--- config.mk ---
export PLATFORM = sky130hd
export DESIGN_NAME = windowed_selective_ack_receiver_flat
export DESIGN_NICKNAME = d
export VERILOG_FILES = /design/src/hdl/wsar_pkg.sv /design/src/hdl/wsar_ifs.sv /design/src/hdl/wsar_ctrl.sv /design/src/hdl/wsar_dp.sv /design/src/hdl/windowed_selective_ack_receiver.sv /design/src/flat_wrapper.sv
export SDC_FILE = /design/constraint.sdc
export NUM_CORES = 1
export LEC_CHECK = 0
export ABC_AREA = 1
export BUFFER_PORTS_ARGS = -buffer_cell sky130_fd_sc_hd__buf_2
export CAP_MARGIN = 20
export CORE_MARGIN = 5
export CORE_UTILIZATION = 40
export DETAILED_ROUTE_END_ITERATION = 10
export PLACE_DENSITY_LB_ADDON = 0.3
export RECOVER_POWER = 50
export SLEW_MARGIN = 25
export SYNTH_ARGS = -nofsm -noshare
export SYNTH_HDL_FRONTEND = slang
export SYNTH_HIERARCHICAL = 1
export SYNTH_SLANG_ARGS = --single-unit
export TNS_END_PERCENT = 20
--- constraint.sdc ---
create_clock -name clk -period 16.6 [get_ports clk]
set_clock_uncertainty 0.1 [all_clocks]
set_input_delay 3.32 -clock clk [delete_from_list [all_inputs] [get_ports clk]]
set_output_delay 3.32 -clock clk [all_outputs]
set_load 0.01 [all_outputs]
--- src/hdl/wsar_pkg.sv ---
// Shared constants, codes and control types of the selective-ack receiver.
`timescale 1ns / 1ps

package wsar_pkg;

  // Sizing
  localparam int MAX_WINDOW   = 32;
  localparam int RESEND_LIMIT = 3;
  localparam int WS_LIMIT     = (MAX_WINDOW < 32) ? MAX_WINDOW : 32;

  // Field widths
  localparam int WS_W   = 6;
  localparam int PT_W   = 24;
  localparam int RP_W   = 16;
  localparam int IDX_W  = 24;
  localparam int BM_W   = 32;
  localparam int OFF_W  = 5;
  localparam int CNT_W  = 2;
  localparam int BASE_W = IDX_W + WS_W;

  // Configuration port
  localparam int CFG_IDX_W  = 2;
  localparam int CFG_DATA_W = 24;
  localparam logic [CFG_IDX_W-1:0] CFG_WINDOW_SIZE   = 2'd0;
  localparam logic [CFG_IDX_W-1:0] CFG_PACKET_TOTAL  = 2'd1;
  localparam logic [CFG_IDX_W-1:0] CFG_RESEND_PERIOD = 2'd2;

  localparam logic [WS_W-1:0] WS_RESET = 6'd32;
  localparam logic [PT_W-1:0] PT_RESET = 24'd1;
  localparam logic [RP_W-1:0] RP_RESET = 16'd10000;

  // Request codes
  localparam logic [1:0] REQ_START = 2'd0;
  localparam logic [1:0] REQ_DATA  = 2'd1;
  localparam logic [1:0] REQ_TICK  = 2'd2;

  // Result kinds
  localparam logic [1:0] KIND_START  = 2'd0;
  localparam logic [1:0] KIND_ACK    = 2'd1;
  localparam logic [1:0] KIND_DONE   = 2'd2;
  localparam logic [1:0] KIND_REJECT = 2'd3;

  typedef enum logic [2:0] {
    S_IDLE,
    S_MUL,
    S_CMP,
    S_EXEC,
    S_OUT2
  } state_t;

  // Controller to datapath
  typedef struct packed {
    logic latch;
    logic mul;
    logic cmp;
    logic exec;
    logic second;
  } dp_cmd_t;

  // Datapath to controller
  typedef struct packed {
    logic out_free;
    logic two;
  } dp_status_t;

endpackage

--- src/hdl/wsar_ifs.sv ---
// Request and response channel interfaces of the selective-ack receiver.
`timescale 1ns / 1ps

interface wsar_req_if;
  logic        valid;
  logic        ready;
  logic [1:0]  req_type;
  logic        already_current;
  logic [23:0] pack_index;
  logic        need_ack;

  modport source (output valid, req_type, already_current, pack_index, need_ack,
                  input ready);
  modport sink (input valid, req_type, already_current, pack_index, need_ack,
                output ready);
endinterface

interface wsar_rsp_if;
  logic        valid;
  logic        ready;
  logic [1:0]  result_kind;
  logic        start_flag;
  logic [23:0] ack_window;
  logic [31:0] ack_bitmap;
  logic        last;

  modport source (output valid, result_kind, start_flag, ack_window, ack_bitmap, last,
                  input ready);
  modport sink (input valid, result_kind, start_flag, ack_window, ack_bitmap, last,
                output ready);
endinterface

--- src/hdl/wsar_ctrl.sv ---
// Sequencer that steps each request word through multiply, compare and execute.
`timescale 1ns / 1ps

module wsar_ctrl import wsar_pkg::*; (
  input  logic       clk,
  input  logic       rst,
  input  logic       in_valid,
  output logic       in_ready,
  input  dp_status_t status,
  output dp_cmd_t    cmd
);

  state_t state, state_next;

  // State register
  always_ff @(posedge clk) begin
    if (rst) begin
      state <= S_IDLE;
    end else begin
      state <= state_next;
    end
  end

  // Next state and commands
  always_comb begin
    state_next = state;
    cmd        = '0;
    in_ready   = 1'b0;
    case (state)
      S_IDLE: begin
        in_ready = 1'b1;
        if (in_valid) begin
          cmd.latch  = 1'b1;
          state_next = S_MUL;
        end
      end
      S_MUL: begin
        cmd.mul    = 1'b1;
        state_next = S_CMP;
      end
      S_CMP: begin
        cmd.cmp    = 1'b1;
        state_next = S_EXEC;
      end
      S_EXEC: begin
        if (status.out_free) begin
          cmd.exec   = 1'b1;
          state_next = status.two ? S_OUT2 : S_IDLE;
        end
      end
      S_OUT2: begin
        if (status.out_free) begin
          cmd.second = 1'b1;
          state_next = S_IDLE;
        end
      end
      default: begin
        state_next = S_IDLE;
      end
    endcase
  end

endmodule

--- src/hdl/wsar_dp.sv ---
// Datapath: configuration, window bookkeeping, resend timer and output register.
`timescale 1ns / 1ps

module wsar_dp import wsar_pkg::*; (
  input  logic                  clk,
  input  logic                  rst,
  input  logic                  cfg_we,
  input  logic [CFG_IDX_W-1:0]  cfg_index,
  input  logic [CFG_DATA_W-1:0] cfg_data,
  input  logic [1:0]            req_type,
  input  logic                  already_current,
  input  logic [IDX_W-1:0]      pack_index,
  input  logic                  need_ack,
  input  dp_cmd_t               cmd,
  output dp_status_t            status,
  wsar_rsp_if.source            rsp
);

  // Configuration registers
  logic [WS_W-1:0] window_size;
  logic [PT_W-1:0] packet_total;
  logic [RP_W-1:0] resend_period;

  // Transfer state
  logic [BM_W-1:0]  recv_bitmap, recv_bitmap_next;
  logic [IDX_W-1:0] current_window, current_window_next;
  logic [IDX_W-1:0] saved_ack_window, saved_ack_window_next;
  logic [BM_W-1:0]  saved_ack_bitmap, saved_ack_bitmap_next;
  logic             resend_armed, resend_armed_next;
  logic [CNT_W-1:0] resend_count, resend_count_next;
  logic [RP_W-1:0]  tick_counter, tick_counter_next;
  logic             transfer_active, transfer_active_next;

  // Latched request word and intermediate results
  logic [1:0]        l_type;
  logic              l_have;
  logic [IDX_W-1:0]  l_idx;
  logic              l_need;
  logic [BASE_W-1:0] base;
  logic              lo_ok;
  logic [BASE_W-1:0] offset;
  logic [BASE_W-1:0] remain;

  // Output register
  logic             out_valid;
  logic [1:0]       out_kind;
  logic             out_flag;
  logic [IDX_W-1:0] out_win;
  logic [BM_W-1:0]  out_bm;
  logic             out_last;

  // Execute-stage signals
  logic             ws_ok, in_win, idx_ok, short_win, final_win;
  logic [WS_W-1:0]  n_expect;
  logic [BM_W-1:0]  mask, bm_set;
  logic [RP_W-1:0]  period, tick_inc;
  logic [CNT_W:0]   cnt_inc;
  logic             load;
  logic [1:0]       o_kind;
  logic             o_flag;
  logic [IDX_W-1:0] o_win;
  logic [BM_W-1:0]  o_bm;
  logic             o_last;

  assign status.out_free = !out_valid || rsp.ready;
  assign status.two      = (l_type == REQ_START) && !l_have;

  // Window checks on the registered compare results
  always_comb begin
    ws_ok     = (window_size != '0) && (window_size <= WS_W'(WS_LIMIT));
    in_win    = lo_ok && (offset < BASE_W'(window_size));
    idx_ok    = l_idx < packet_total;
    bm_set    = recv_bitmap | (BM_W'(1) << offset[OFF_W-1:0]);
    short_win = remain < BASE_W'(window_size);
    final_win = remain <= BASE_W'(window_size);
    n_expect  = short_win ? remain[WS_W-1:0] : window_size;
    mask      = (n_expect >= WS_W'(BM_W)) ? '1 : ((BM_W'(1) << n_expect) - BM_W'(1));
    period    = (resend_period == '0) ? RP_W'(1) : resend_period;
    tick_inc  = tick_counter + RP_W'(1);
    cnt_inc   = {1'b0, resend_count} + (CNT_W+1)'(1);
  end

  // Execute one request word
  always_comb begin
    recv_bitmap_next      = recv_bitmap;
    current_window_next   = current_window;
    saved_ack_window_next = saved_ack_window;
    saved_ack_bitmap_next = saved_ack_bitmap;
    resend_armed_next     = resend_armed;
    resend_count_next     = resend_count;
    tick_counter_next     = tick_counter;
    transfer_active_next  = transfer_active;
    load   = 1'b0;
    o_kind = KIND_REJECT;
    o_flag = 1'b0;
    o_win  = '0;
    o_bm   = '0;
    o_last = 1'b1;
    case (l_type)
      REQ_START: begin
        // Clear everything; a fresh download also arms the window-0 ack
        recv_bitmap_next      = '0;
        current_window_next   = '0;
        saved_ack_window_next = '0;
        saved_ack_bitmap_next = '0;
        resend_count_next     = '0;
        tick_counter_next     = '0;
        transfer_active_next  = !l_have;
        resend_armed_next     = !l_have;
        load   = 1'b1;
        o_kind = KIND_START;
        o_flag = l_have;
        o_last = l_have;
      end
      REQ_DATA: begin
        if (!transfer_active || !ws_ok) begin
          load = 1'b1;
        end else begin
          resend_armed_next = 1'b0;
          if (!idx_ok || !in_win) begin
            load = 1'b1;
          end else begin
            recv_bitmap_next = bm_set;
            if (l_need) begin
              load = 1'b1;
              if (bm_set == mask) begin
                if (final_win) begin
                  // Transfer complete: report and drop back to idle
                  o_kind = KIND_DONE;
                  o_win  = current_window;
                  o_bm   = bm_set;
                  recv_bitmap_next      = '0;
                  current_window_next   = '0;
                  saved_ack_window_next = '0;
                  saved_ack_bitmap_next = '0;
                  resend_count_next     = '0;
                  tick_counter_next     = '0;
                  transfer_active_next  = 1'b0;
                end else begin
                  // Advance to the next window and ack it empty
                  current_window_next   = current_window + IDX_W'(1);
                  recv_bitmap_next      = '0;
                  o_kind                = KIND_ACK;
                  o_win                 = current_window + IDX_W'(1);
                  saved_ack_window_next = current_window + IDX_W'(1);
                  saved_ack_bitmap_next = '0;
                  resend_armed_next     = 1'b1;
                  resend_count_next     = '0;
                  tick_counter_next     = '0;
                end
              end else begin
                o_kind                = KIND_ACK;
                o_win                 = current_window;
                o_bm                  = bm_set;
                saved_ack_window_next = current_window;
                saved_ack_bitmap_next = bm_set;
                resend_armed_next     = 1'b1;
                resend_count_next     = '0;
                tick_counter_next     = '0;
              end
            end
          end
        end
      end
      REQ_TICK: begin
        if (resend_armed) begin
          tick_counter_next = tick_inc;
          if (tick_inc >= period) begin
            tick_counter_next = '0;
            load   = 1'b1;
            o_kind = KIND_ACK;
            o_win  = saved_ack_window;
            o_bm   = saved_ack_bitmap;
            resend_count_next = cnt_inc[CNT_W-1:0];
            if (cnt_inc >= (CNT_W+1)'(RESEND_LIMIT)) begin
              resend_armed_next = 1'b0;
            end
          end
        end
      end
      default: begin
      end
    endcase
  end

  // Control and architectural state
  always_ff @(posedge clk) begin
    if (rst) begin
      window_size      <= WS_RESET;
      packet_total     <= PT_RESET;
      resend_period    <= RP_RESET;
      recv_bitmap      <= '0;
      current_window   <= '0;
      saved_ack_window <= '0;
      saved_ack_bitmap <= '0;
      resend_armed     <= 1'b0;
      resend_count     <= '0;
      tick_counter     <= '0;
      transfer_active  <= 1'b0;
      out_valid        <= 1'b0;
    end else begin
      // Take configuration writes; unknown indexes are dropped
      if (cfg_we) begin
        case (cfg_index)
          CFG_WINDOW_SIZE:   window_size   <= cfg_data[WS_W-1:0];
          CFG_PACKET_TOTAL:  packet_total  <= cfg_data[PT_W-1:0];
          CFG_RESEND_PERIOD: resend_period <= cfg_data[RP_W-1:0];
          default: begin
          end
        endcase
      end
      if (cmd.exec) begin
        recv_bitmap      <= recv_bitmap_next;
        current_window   <= current_window_next;
        saved_ack_window <= saved_ack_window_next;
        saved_ack_bitmap <= saved_ack_bitmap_next;
        resend_armed     <= resend_armed_next;
        resend_count     <= resend_count_next;
        tick_counter     <= tick_counter_next;
        transfer_active  <= transfer_active_next;
      end
      // Hold the result word until it is taken
      if ((cmd.exec && load) || cmd.second) begin
        out_valid <= 1'b1;
      end else if (rsp.ready) begin
        out_valid <= 1'b0;
      end
    end
  end

  // Payload registers
  always_ff @(posedge clk) begin
    if (cmd.latch) begin
      l_type <= req_type;
      l_have <= already_current;
      l_idx  <= pack_index;
      l_need <= need_ack;
    end
    if (cmd.mul) begin
      base <= BASE_W'(current_window) * BASE_W'(window_size);
    end
    if (cmd.cmp) begin
      lo_ok  <= BASE_W'(l_idx) >= base;
      offset <= BASE_W'(l_idx) - base;
      remain <= BASE_W'(packet_total) - base;
    end
    if (cmd.exec && load) begin
      out_kind <= o_kind;
      out_flag <= o_flag;
      out_win  <= o_win;
      out_bm   <= o_bm;
      out_last <= o_last;
    end else if (cmd.second) begin
      out_kind <= KIND_ACK;
      out_flag <= 1'b0;
      out_win  <= '0;
      out_bm   <= '0;
      out_last <= 1'b1;
    end
  end

  assign rsp.valid       = out_valid;
  assign rsp.result_kind = out_kind;
  assign rsp.start_flag  = out_flag;
  assign rsp.ack_window  = out_win;
  assign rsp.ack_bitmap  = out_bm;
  assign rsp.last        = out_last;

  // A pending word is never overwritten
  a_exec_free: assert property (@(posedge clk) disable iff (rst)
    (cmd.exec || cmd.second) |-> (!out_valid || rsp.ready))
    else $error("result word overwritten while pending");

  // The timer only runs during an active transfer
  a_armed_active: assert property (@(posedge clk) disable iff (rst)
    resend_armed |-> transfer_active)
    else $error("resend timer armed while idle");

  // The second start word closes the reply
  a_second_last: assert property (@(posedge clk) disable iff (rst)
    cmd.second |=> (out_valid && out_last && out_kind == KIND_ACK))
    else $error("second start word malformed");

endmodule

--- src/hdl/windowed_selective_ack_receiver.sv ---
// Top level of the windowed selective-ack receiver.
//
//   channel  dir  handshake      payload
//   req      in   valid/ready    req_type, already_current, pack_index, need_ack
//   rsp      out  valid/ready    result_kind, start_flag, ack_window, ack_bitmap, last
//   cfg      in   cfg_we         cfg_index, cfg_data
//
// A request word passes through accept, window base multiply, window
// compare and execute; a start that opens a download adds a step for
// its second reply word. The execute step waits while the single output
// register still holds an untaken word. Synchronous reset clears the
// window state, the timer and the output register and reloads the
// configuration defaults; no clearing pass is needed.
`timescale 1ns / 1ps

module windowed_selective_ack_receiver import wsar_pkg::*; (
  input  logic                  clk,
  input  logic                  rst,
  input  logic                  cfg_we,
  input  logic [CFG_IDX_W-1:0]  cfg_index,
  input  logic [CFG_DATA_W-1:0] cfg_data,
  wsar_req_if.sink              req,
  wsar_rsp_if.source            rsp
);

  dp_cmd_t    cmd;
  dp_status_t status;
  logic       in_ready;

  assign req.ready = in_ready;

  // Sequencer
  wsar_ctrl u_ctrl (
    .clk      (clk),
    .rst      (rst),
    .in_valid (req.valid),
    .in_ready (in_ready),
    .status   (status),
    .cmd      (cmd)
  );

  // Datapath
  wsar_dp u_dp (
    .clk             (clk),
    .rst             (rst),
    .cfg_we          (cfg_we),
    .cfg_index       (cfg_index),
    .cfg_data        (cfg_data),
    .req_type        (req.req_type),
    .already_current (req.already_current),
    .pack_index      (req.pack_index),
    .need_ack        (req.need_ack),
    .cmd             (cmd),
    .status          (status),
    .rsp             (rsp)
  );

endmodule

--- src/flat_wrapper.sv ---
// flat-port wrapper written by rule: the top's interface ports become plain ports
module windowed_selective_ack_receiver_flat import wsar_pkg::*;
  (clk, rst, cfg_we, cfg_index, cfg_data, req_valid, req_req_type, req_already_current, req_pack_index, req_need_ack, req_ready, rsp_valid, rsp_result_kind, rsp_start_flag, rsp_ack_window, rsp_ack_bitmap, rsp_last, rsp_ready);
  wsar_req_if req_i ();
  wsar_rsp_if rsp_i ();
  input  logic clk;
  input  logic rst;
  input  logic cfg_we;
  input  logic [CFG_IDX_W-1:0] cfg_index;
  input  logic [CFG_DATA_W-1:0] cfg_data;
  input wire logic [$bits(req_i.valid)-1:0] req_valid;
  input wire logic [$bits(req_i.req_type)-1:0] req_req_type;
  input wire logic [$bits(req_i.already_current)-1:0] req_already_current;
  input wire logic [$bits(req_i.pack_index)-1:0] req_pack_index;
  input wire logic [$bits(req_i.need_ack)-1:0] req_need_ack;
  output wire logic [$bits(req_i.ready)-1:0] req_ready;
  output wire logic [$bits(rsp_i.valid)-1:0] rsp_valid;
  output wire logic [$bits(rsp_i.result_kind)-1:0] rsp_result_kind;
  output wire logic [$bits(rsp_i.start_flag)-1:0] rsp_start_flag;
  output wire logic [$bits(rsp_i.ack_window)-1:0] rsp_ack_window;
  output wire logic [$bits(rsp_i.ack_bitmap)-1:0] rsp_ack_bitmap;
  output wire logic [$bits(rsp_i.last)-1:0] rsp_last;
  input wire logic [$bits(rsp_i.ready)-1:0] rsp_ready;
  assign req_i.valid = req_valid;
  assign req_i.req_type = req_req_type;
  assign req_i.already_current = req_already_current;
  assign req_i.pack_index = req_pack_index;
  assign req_i.need_ack = req_need_ack;
  assign req_ready = req_i.ready;
  assign rsp_valid = rsp_i.valid;
  assign rsp_result_kind = rsp_i.result_kind;
  assign rsp_start_flag = rsp_i.start_flag;
  assign rsp_ack_window = rsp_i.ack_window;
  assign rsp_ack_bitmap = rsp_i.ack_bitmap;
  assign rsp_last = rsp_i.last;
  assign rsp_i.ready = rsp_ready;
  windowed_selective_ack_receiver u_core (.clk(clk), .rst(rst), .cfg_we(cfg_we), .cfg_index(cfg_index), .cfg_data(cfg_data), .req(req_i), .rsp(rsp_i));
endmodule
[Word level (Yosys, flattened, before mapping)]
Cells that the tools add are included.
Word-level totals
  bits in registers: 337
  bits in latches: 0
  output and inout bits: 62
  memory bits (writable): 0
  ROM bits: 0
  memories: 0
  logic and storage cells: 200
Cells by class
  divide/modulo/power cells: 0
  eq/ne operators: 20
  shift-type cells: 2
  bitwise logic cells: 1
  $lt $le $gt $ge: 9
  add/subtract/negate cells: 6
  $mul: 1
  muxes and demuxes: 102
  reduce and logical (&&, ||, !) cells: 34
Operator list (number)
  $mux 32: 17
  $mux 24: 14
  $pmux 32 s2: 3
  $mux 16: 6
  $pmux 24 s2: 2
  $lt 30x6->1: 2
  $sub 24x30->30: 2
  $pmux 16 s3: 1
  $mux 1: 34
  $eq 32x32->1: 1
  $or 32x32->32: 1
  $shl 1x5->32 const A: 1
  $shl 1x6->32 const A: 1
  $sub 32x1->32 const B: 1
  $ge 24x30->1: 1
  $le 30x6->1: 1
  $mul 24x6->30: 1
  $mux 2: 14
  $add 24x1->24 const B: 1
  $lt 24x24->1: 1
  $add 16x1->16 const B: 1
  $ge 16x16->1: 1
  $logic_not 16->1: 1
  $ne 2x2->1 const B: 8
  other kinds (31): 59

[Longest topological paths before layout]
Gate-level depths: netlist (run 1).
  depth after elaboration: 12
  mapped depth: 36
  mapped depth without buffers: 34

[Modules after synthesis]
Netlist (run 1), hierarchy kept.
By module, submodules not included
  wsar_dp: area each 23103.4 µm², cells an instance 2895, instances 1, sequential area each 8478.1 µm²
  wsar_ctrl: area each 195.2 µm², cells an instance 33, instances 1, sequential area each 60.1 µm²

[Worst setup path after synthesis (run 1)]
OpenSTA, ideal clock, no wires.
  path type: input port to flip-flop
  start point: in req_valid
  end point: reg u_core.u_dp.l_have, enable pin
  stages on the path: 2
  setup slack: 10.738 ns
  data required time: 16.052 ns
  arrival: 5.314 ns
  path buffers: 0
  setup time: 0.448 ns
  path through: inv_1 -> nor3_1
RTL lines
  start, declared: line flat_wrapper.sv:11  | input wire logic [$bits(req_i.valid)-1:0] req_valid;
  end signal, assigned: line wsar_dp.sv:235  | l_have <= already_current;
  end, declared: line wsar_dp.sv:36  | logic l_have;

==> results of run 1 <==
-- Yosys cell counts (all sizes together) (11+ instances only) --
cell	count	share of area, %
buf	38	0.93
nor3	53	1.1
a21oi	236	5.1
ha	146	7.8
o21ai	133	2.9
xor2	92	3.5
dfxtp	158	14
nand4	68	1.8
edfxtp	179	23
xnor2	32	1.2
inv	410	6.6
nand2	613	10
clkbuf	93	1.5
nand3	161	3.5
nor2	284	5.0
a211oi	18	0.58
nor4	11	0.32
o211ai	43	1.4
fa	91	7.8
-- sequential cells by signal, indices dropped and copies added (netlist names), 2 cells and up --
register	count
u_core/u_dp/resend_count	2
u_core/u_ctrl/state	3
u_core/u_dp/l_idx	24
u_core/u_dp/rsp.ack_bitmap	32
u_core/u_dp/base	30
u_core/u_dp/l_type	2
u_core/u_dp/saved_ack_bitmap	32
u_core/u_dp/resend_period	16
u_core/u_dp/tick_counter	16
u_core/u_dp/rsp.result_kind	2
u_core/u_dp/offset	30
u_core/u_dp/packet_total	24
u_core/u_dp/recv_bitmap	32
u_core/u_dp/window_size	6
u_core/u_dp/saved_ack_window	24
u_core/u_dp/rsp.ack_window	24
u_core/u_dp/remain	30
-- how the worst max path moves through the flow --
stage,startpoint,end,slack [ns],cells after the start
floorplan,req_valid,u_core/u_dp/l_have,10.74,2
global placement,u_core/u_dp/window_size[5],u_core/u_dp/saved_ack_window[15],10.06,30
detailed placement,u_core/u_dp/window_size[5],u_core/u_dp/saved_ack_bitmap[5],9.87,29
CTS,u_core/u_dp/window_size[5],u_core/u_dp/saved_ack_bitmap[13],9.85,29
global route,rst,u_core/u_dp/recv_bitmap[26],9.07,5
finish,rst,u_core/u_dp/recv_bitmap[21],9.27,5
-- cell type report --
class	instances	area share, %
Multi-Input combinational cell	2048	49.4
Inverter	412	6.04
Sequential cell	337	33.3
Timing Repair Buffer	138	2.50
Clock inverter	22	0.869
Tap cell	765	3.73
Clock buffer	50	4.17
Antenna cell	1	0.00976
-- critical path: cells and delay by family --
family | cells | cell delay, ns
buffers and inverters | 3 | 3.88
AO/OA/AOI/OAI | 1 | 0.28
AND/OR/NAND/NOR | 1 | 0.06
-- per-layer routing --
metal / vias up / track usage (%) / wire [um]
li1: 9775 / - / -
met4: 0 / 5.11 / 1690
met3: 97 / 2.88 / 3580
met2: 512 / 32.2 / 29600
met5: - / 0 / 0
met1: 9307 / 27.9 / 29600
-- cell usage in the layout, fill, tap and decap left out, types with 5 or more instances in the layout --
| cell | n |
|---|---|
| nor2_2 | 16 |
| clkbuf_16 | 41 |
| nor4_1 | 10 |
| o211ai_1 | 43 |
| xnor2_1 | 32 |
| nor3_1 | 53 |
| nand4_1 | 68 |
| nand3_1 | 158 |
| inv_2 | 7 |
| a31oi_1 | 8 |
| a41o_1 | 8 |
| buf_4 | 14 |
| a21oi_1 | 235 |
| dfxtp_1 | 157 |
| nand2_1 | 606 |
| o21ai_0 | 123 |
| ha_1 | 146 |
| clkinv_1 | 5 |
| inv_1 | 400 |
| o221ai_1 | 5 |
| clkbuf_1 | 75 |
| nand3b_1 | 8 |
| nor2_1 | 260 |
| nor2_4 | 8 |
| clkinv_2 | 6 |
| o21bai_1 | 5 |
| a211oi_1 | 18 |
| edfxtp_1 | 179 |
| fa_1 | 91 |
| o21ai_1 | 9 |
| xor2_1 | 92 |
| buf_2 | 57 |
-- cell families after synthesis --
group | share of synthesized area, %
AO/OA/AOI/OAI | 11.5
adder cells (fa/ha/maj) | 15.7
buffers and inverters | 9.07
XOR/XNOR | 4.66
flip-flops | 36.6
AND/OR/NAND/NOR | 22.4
-- power by group through the flow --
stage          registers (W)  logic, W  clock network (W)
3_3_place_gp        0.000952  0.000221                  0
2_1_floorplan       0.000942  0.000164                  0
4_1_cts             0.000935  0.000224           0.000895
3_5_place_dp        0.000952  0.000223                  0
6_report            0.000936  0.000224           0.000873
5_1_grt             0.000938  0.000252           0.000927
-- through the flow --
stage,power (W),hold WS (ns),util (%)
final,0.00203,0.359,44.4
after global routing,0.00212,0.410,44.4
after CTS,0.00205,0.365,44.6
after detailed placement,0.00118,0.348,42.4
after global placement,0.00117,0.348,42.4
after floorplan,0.00111,0.329,-
==> metrics.md, run 1 <==
| Metric | Value |
|---|---|
| Max incr delay on CP | approximately 1.7 ns |
| CTS root buf | clkbuf_16 |
| Comb pwr share | between 10% and 20% |
| Synth warn | 6 |
| Post-route insts no fill | 3,773 |
| Worst hold path class | flop to flop |
| Number of DRC markers in iteration 0 | between 1.5k and 2k |
| DRC violations left | 0 |
| CP Cell Sequence | clkbuf_1, clkinvlp_2, buf_4, o211ai_1, nor2_2 |
| Synth Register Bits | between 300 and 400 |
| Worst hold start | u_core/u_dp/packet_total[0] |
| Worst hold path stage count | 2 |
| Final-report setup violation count | 0 |
| Worst-margin pin slew | 3.62 ns |
| Clk pin slew, worst setup/hold paths | 0.06 ns |
| Routed length per instance | approximately 17 um |
| Via count | ~20k |
| Number of flops mapped to enable cells by yosys | roughly 180 |
| Worst reg-to-reg path cell count | 25 |
| Die Height | approximately 250 um |
| CTS Sinks | about 340 |
| Relative slew slack | -141% |
| First-pass iteration count of the detailed router | 6 |
| P&R area growth vs syn | 10.1% |
| Pint | roughly 0.0015 W |
| Storage cell area | 0.00854 mm2 |
| Fraction of power consumed by sequential logic | approximately 46% |
| RR Startpoint | u_core/u_dp/window_size[2] |
| Initial antenna violation count | 5 |
| Vias in the first global route | roughly 19k |
| Setup crit start kind | input pin |
| Sequential fraction of the synthesis area | a little over a third |
| Input/output buffers | between 100 and 150 |
| Post-synth net total | between 3k and 4k |
| Switching share of power | about a quarter |
| DP Worst Slack | roughly 9.9 ns |
| Maximum clock frequency | between 0.1 and 0.15 GHz |
| Final Cycle Share | between 40 and 50% |
| Static leakage | around 12 nW |
| RSZ-0062 raised after global routing | false |
| Final instance area | 0.0256 mm2 |
| Post-placement cell area | 0.0244 mm2 |
| Number of max-slew violations in the final report | 154 |
| Setup TNS | 0 ns |
| Number of fill cells | a little under 6k |
| Crit path kind | input pin to flop |
| WHS Endpoint | u_core/u_dp/packet_total[0] |
| Worst EP arrival | between 7 and 8 ns |
| Die width | between 200 and 300 um |
| Crit-path slowest cell | clkinvlp_2 |
| CP endpoint kind | flop |
| DP Cell Count | 3,700 |
| R2R Path End | u_core/u_dp/base[29] |
| Grt ovf | 0 |
| Routability Congestion | 0.908 |
| Power Density | between 70 and 80 mW/mm2 |
| Mean Syn Cell Area | ~8.0 um2 |
| GR Util All Layers | 19.8% |
| NumNets Final | roughly 3.3k |
| Initial Utilization | between 40% and 50% |
| Rows | 88 |
| Power share of the clock group | a little over two fifths |
| Reg2Reg Setup Slack | around 10 ns |
| MaxCap Viol Count | 4 |
| Final hold viol count | 0 |
| CTS Buffer Depth | 3 |
| Layout cells sized above 1 | between 6 and 7% |
| Mapped Cells | slightly below 3k |
| DIE AREA | 0.0632 mm2 |
| First-pass GRT wire length | about 100,000 um |
| Dpl hpwl | 48,000 um |
| Hold_buf cts | 0 |
| Area of the multi-input gates | about 0.013 mm2 |
| Worst setup margin | between 9 and 10 ns |
| Crit-path max FO | between 80 and 90 |
| Worst skew pair latency | 0.55 ns |
| Yosys cell types | 57 |
| Post-CTS resize count | 0 |
| Outcome | finished, violations left |
| CTS tree | yes |
| Post-synth ARST share | 0% |
| Final antenna-violating net count | 0 |
| Vias per Instance | between 5 and 6 |
| Req. time, crit path | 16.90 ns |
| Synthesized area | about 0.023 mm2 |
| Postcts setup bufs | 0 |
| Final worst path period need | roughly 7.3 ns |
| H-Tree Depth | 2 |
| Core area | 0.0577 mm2 |
| Largest net degree at the start of global routing | 90 |
| Top_reg_cell synth | edfxtp_1 |
| Net Sw Power | 0.000535 W |
| Failing checks | capacitance limit, slew limit |
| IO Count | about 120 |
| DRT Wirelength | between 60,000 and 70,000 um |
| Max VDD drop | roughly 0.000062 V |
| Total CTS buffers | 40 |
Note: power is estimated with default switching activity, not from simulation.
==> inputs of run 2 (changes only) <==
- clock period: 16.6 -> 7.45 ns (I/O delays scaled with it)
==> run 2 against run 1 <==
  * The flow still finishes with violations (capacitance limit, slew limit)
  * Hold slack better by 0.021 ns
  * Global-route usage is 0.16 points higher
  * Clock power is 120% higher
  * Setup slack worse by 7.9 ns
  * Core utilization hardly changed
  * Register-to-register slack worse by 8.7 ns
  * Via count hardly changed
  * Non-clock buffer count is 3 higher
  * Critical endpoint is now u_core/u_dp/base[29]
  * Largest cell class unchanged
==> metrics.md, run 2 (synthesis results as in run 1) <==
| Metric | Value |
|---|---|
| Worst hold start | u_core/u_dp/packet_total[0] |
| Postcts setup bufs | 0 |
| DR top layer | met4 |
| Worst EP arrival | roughly 6.3 ns |
| H-Tree Depth | 2 |
| CTS tree | yes |
| R2R Path End | u_core/u_dp/base[29] |
| Input/output buffers | 120 |
| IO Count | between 100 and 150 |
| Outcome | finished, violations left |
| Hold_buf cts | 0 |
| Final antenna-violating net count | 0 |
| Layout cells sized above 1 | 5.92% |
| Commonest non-fill, non-tap cell in the layout | nand2_1 |
| Vias per Instance | about 5.2 |
| Met3 WL | 3730 um |
| Number of fill cells | around 5.8k |
| CTS root buf | clkbuf_16 |
| Area of the multi-input gates | ~0.013 mm2 |
| WHS Endpoint | u_core/u_dp/packet_total[0] |
| RR Startpoint | u_core/u_dp/window_size[0] |
| CTS Sinks | ~340 |
| Initial Utilization | between 40% and 50% |
| RSZ-0062 raised after global routing | false |
| Die width | approximately 250 um |
| Initial antenna violation count | 2 |
| DIE AREA | between 0.06 and 0.07 mm2 |
| Setup TNS | 0 ns |
| Most frequent cells in the layout | 606 x nand2_1, 399 x inv_1, 260 x nor2_1 |
| Crit path kind | flop to flop |
| Worst hold path class | flop to flop |
| DRT Wirelength | 64,600 um |
| Clk pin slew, worst setup/hold paths | approximately 0.07 ns |
| Static leakage | 11.6 nW |
| GR Util All Layers | between 10% and 20% |
| NumNets Final | 3,275 |
| Req. time, crit path | between 7 and 8 ns |
| DRC violations left | 0 |
| Final Cycle Share | around 81% |
| Worst hold path stage count | 2 |
| Number of DRC markers in iteration 0 | ~1.5k |
| CTS Buffer Depth | 3 |
| P&R area growth vs syn | 9.99% |
| Via count | roughly 20k |
| Final hold viol count | 0 |
| Crit-path max FO | 16 |
| Power Density | 176 mW/mm2 |
| First-pass iteration count of the detailed router | 5 |
| Max VDD drop | 0.000120 V |
| Total CTS buffers | 39 |
| Final worst path period need | 6.06 ns |
| Routed length per instance | between 15 and 20 um |
| Worst skew pair latency | between 0.5 and 0.6 ns |
| Vias in the first global route | roughly 19k |
| Worst-margin pin slew | approximately 3.6 ns |
| Core area | about 0.058 mm2 |
| Worst reg-to-reg path cell count | 25 |
| Setup crit start kind | flop |
| Routability Congestion | between 0.9 and 1 |
| Storage cell area | between 0.008 and 0.009 mm2 |
| Wl on met1 | around 30,000 um |
| CP endpoint kind | flop |
| Layout Utilization | between 40 and 50% |
| Crit-path slowest cell | clkbuf_1 |
| Rows | slightly below 90 |
| MaxCap Viol Count | 5 |
| Final-report setup violation count | 0 |
| Post-CTS resize count | 0 |
| Routed met2 length | just under 30,000 um |
| Failing checks | capacitance limit, slew limit |
| Number of max-slew violations in the final report | about 200 |
| Reg2Reg Setup Slack | 1.39 ns |
| Maximum clock frequency | between 0.15 and 0.2 GHz |
| Die Height | between 200 and 300 um |
| Dpl hpwl | about 48,000 um |
| Max incr delay on CP | around 0.68 ns |
| Largest net degree at the start of global routing | 69 |
| Grt ovf | 0 |
| First-pass GRT wire length | 103,000 um |
| Relative slew slack | -139% |
## run 2: cell count changes in the layout (fill, tap and decap cells not counted), sizes merged
cell	delta
clkbuf	+10
inv	-1
buf	-1
clkinvlp	-3
clkinv	-3
## run 2: how the worst max path moves through the flow
stage	start	end	slack [ns]	depth (start not counted)
6_report	u_core/u_dp/window_size[0]	u_core/u_dp/base[29]	1.39	25
5_1_grt	u_core/u_dp/window_size[0]	u_core/u_dp/recv_bitmap[16]	0.86	32
4_1_cts	u_core/u_dp/window_size[0]	u_core/u_dp/saved_ack_bitmap[14]	1.53	32
3_5_place_dp	u_core/u_dp/window_size[0]	u_core/u_dp/saved_ack_bitmap[14]	1.55	32
3_3_place_gp	u_core/u_dp/remain[9]	u_core/u_dp/saved_ack_bitmap[18]	1.69	30
2_1_floorplan	u_core/u_dp/window_size[5]	u_core/u_dp/base[29]	2.20	26
## run 2: routing by layer
metal  track usage (%)  up-vias
met5                 0        -
li1                  -     9760
met3              3.13      105
met2              31.4      538
met4              6.78        0
met1              28.2     9280
## run 2: cell type report
cell class | count | area share, %
Multi-Input combinational cell | 2048 | 49.4
Sequential cell | 337 | 33.3
Inverter | 412 | 6.04
Clock buffer | 56 | 4.26
Tap cell | 765 | 3.73
Timing Repair Buffer | 141 | 2.56
Clock inverter | 15 | 0.669
Antenna cell | 1 | 0.00976
## run 2: stage by stage
step / worst slack, ns / hold slack [ns] / total power, W / area (um2) / instances
finish: 1.39 / 0.381 / 0.00451 / 25600 / 3775
CTS: 1.53 / 0.379 / 0.00456 / 25700 / 3774
floorplan: 2.20 / 0.329 / 0.00246 / 23300 / 2928
global placement: 1.69 / 0.347 / 0.00262 / 24500 / 3703
detailed placement: 1.55 / 0.364 / 0.00262 / 24500 / 3703
global route: 0.859 / 0.414 / 0.00470 / 25600 / 3774
## run 2: worst max-delay path, delay by kind of cell (launching register included)
kind,cells,cell delay [ns]
XOR/XNOR,1,0.07
buffers and inverters,4,0.85
adder cells (fa/ha/maj),4,1.79
flip-flops,1,0.66
AO/OA/AOI/OAI,7,1.42
AND/OR/NAND/NOR,9,0.97
## run 2: report_power, final
group	switching, W	internal (W)	leakage [nW]
sequential	0.0000462	0.00204	2.98
clock	0.000789	0.00113	0.611
combinational	0.000339	0.000166	8.02
total	0.00117	0.00333	11.6
==> inputs of run 3 (changes only) <==
- clock period: 7.45 -> 5.95 ns (I/O delays scaled with it)
==> run 3 against run 2 <==
  * The flow still finishes with violations (capacitance limit, slew limit)
  * First-iteration DRC count increased by 1.1%
  * Count of clock-buffer cells in the layout did not move
  * Maximum frequency is 11% higher
  * Core utilization increased by 0.50 points
  * Die area did not move
  * Clock power grew 31%
  * Critical path type unchanged
  * Largest power group unchanged
==> metrics.md, run 3 (synthesis results as in run 1) <==
| Metric | Value |
|---|---|
| NumNets Final | between 3k and 4k |
| Logic depth of the worst setup path including buffers | 24 |
| Worst path top cell family by delay | compound AO/OA/AOI/OAI gates |
| Clk pin slew, worst setup/hold paths | roughly 0.06 ns |
| Req. time, crit path | between 6 and 7 ns |
| Commonest non-fill, non-tap cell in the layout | nand2_1 |
| Grt ovf | 0 |
| Post-CTS resize count | 0 |
| DIE AREA | between 0.06 and 0.07 mm2 |
| Core area | between 0.05 and 0.06 mm2 |
| Final antenna-violating net count | 0 |
| Worst reg-to-reg path cell count | 24 |
| DP Cell Count | 3,721 |
| Relative slew slack | -144% |
| Final-report setup violation count | 0 |
| Power Density | roughly 220 mW/mm2 |
| Layout Utilization | about 45% |
| RR Startpoint | u_core/u_dp/window_size[0] |
| Initial Utilization | 40.4% |
| CP endpoint kind | flop |
| CP Cell Sequence | buf_4, clkbuf_1, nand2_1, inv_1, fa_1, ha_1, ha_1, fa_1, a31oi_1, o21ai_0, nand3_1, nand2_1, a21oi_1, o21ai_1, a21oi_1, nor3_1, nor2_1, o21ai_0, nand3_1, nand2_1, a21oi_1, nor2_1, nor2_1, xnor2_1 |
| Final hold viol count | 0 |
| Worst skew pair latency | about 0.57 ns |
| DRC violations left | 0 |
| Pwr Total | approximately 0.0058 W |
| IO Count | between 100 and 150 |
| First-pass GRT wire length | 104,000 um |
| Crit path kind | flop to flop |
| Worst EP arrival | roughly 5.7 ns |
| Number of max-slew violations in the final report | 208 |
| Launch point of the worst path | u_core/u_dp/window_size[0] |
| CTS Sinks | about 340 |
| DP Worst Slack | 0.262 ns |
| Final Cycle Share | 91.8% |
| Hold_buf cts | 0 |
| Setup TNS | 0 ns |
| Largest net degree at the start of global routing | 79 |
| Crit-path max FO | 13 |
| MaxCap Viol Count | 6 |
| CTS tree | yes |
| Routed length per instance | 17.3 um |
| CTS root buf | clkbuf_16 |
| Static leakage | between 10 and 15 nW |
| Crit-path slowest cell | dfxtp_1 |
| P&R area growth vs syn | 11.2% |
| Rows | just under 90 |
| Worst setup margin | ~0.49 ns |
| Initial antenna violation count | 1 |
| Post-route insts no fill | ~3.8k |
| Routability Congestion | approximately 0.94 |
| Vias in the first global route | around 19k |
| RSZ-0062 raised after global routing | false |
| Final worst path period need | 5.46 ns |
| Worst hold path class | flop to flop |
| Layout cells sized above 1 | under 10% |
| Worst-margin pin slew | approximately 3.7 ns |
| Worst hold start | u_core/u_dp/resend_period[14] |
| Most frequent cells in the layout | 606 x nand2_1, 400 x inv_1, 261 x nor2_1 |
| Worst Path Buf+Inv | 3 |
| Die Height | between 200 and 300 um |
| H-Tree Depth | 2 |
| Input/output buffers | 120 |
| Setup crit start kind | flop |
| Vias per Instance | 5.23 |
| Total CTS buffers | 40 |
| Max incr delay on CP | approximately 0.57 ns |
| Dpl hpwl | about 50,000 um |
| Die width | ~250 um |
| CTS Buffer Depth | 3 |
| GR Util All Layers | roughly a fifth |
| Maximum clock frequency | between 0.15 and 0.2 GHz |
| Outcome | finished, violations left |
| First-pass iteration count of the detailed router | 6 |
| Postcts setup bufs | 0 |
| Number of DRC markers in iteration 0 | about 1.6k |
| DRT Wirelength | 65,800 um |
| Via count | between 15k and 20k |
| Worst hold path stage count | 2 |
| Failing checks | capacitance limit, slew limit |
| Max VDD drop | ~0.00019 V |
[run 3: cell types whose count changed in the layout (fill, tap and decap cells not counted), moves of 2 or more]
cell,previous run,this run
buf_12,0,4
buf_4,16,31
clkbuf_1,84,78
clkbuf_8,3,6
clkinv_2,3,5
dfxtp_1,158,155
dfxtp_2,0,3
[run 3: metal layers]
layer	track usage, %	routed length (um)	vias to the layer above
met5	0	0	-
met4	7.70	2590	0
met3	3.10	4090	127
met2	31.5	29400	595
met1	28.7	29700	9316
li1	-	-	9811
[run 3: area by class of cell]
cell class | count | area, um2
timing repair buffer | 159 | 847
fill | 5839 | 31800
antenna | 1 | 2.50
clock buffer | 56 | 1140
clock inverter | 18 | 206
inverter | 412 | 1550
multi-input combinational | 2048 | 12700
sequential | 337 | 8540
tap | 765 | 957
[run 3: final timing paths]
kind                                        end  slack (ns)
setup / recovery           u_core/u_dp/base[29]        0.49
hold / removal    u_core/u_dp/resend_period[14]        0.38
setup reg to reg           u_core/u_dp/base[29]        0.49
hold reg to reg   u_core/u_dp/resend_period[14]        0.38
[run 3: tightest hold or removal path, delay by kind of cell, from the launching register on]
kind                   cells  cell delay [ns]
buffers and inverters      1             0.07
flip-flops                 1             0.31
AO/OA/AOI/OAI              1             0.06
[run 3: per-stage QoR]
stage                     cell area, um2  hold slack, ns
after floorplan                    23300           0.329
after global placement             24700           0.369
after detailed placement           24700           0.376
after CTS                          26000           0.384
after global routing               25900           0.412
final                              25900           0.384
[run 3: report_power, final]
| part | internal, W | switching [W] | total, W |
|---|---|---|---|
| clock | 0.00152 | 0.00100 | 0.00252 |
| sequential | 0.00255 | 0.0000648 | 0.00262 |
| combinational | 0.000214 | 0.000423 | 0.000636 |
| total | 0.00429 | 0.00149 | 0.00578 |
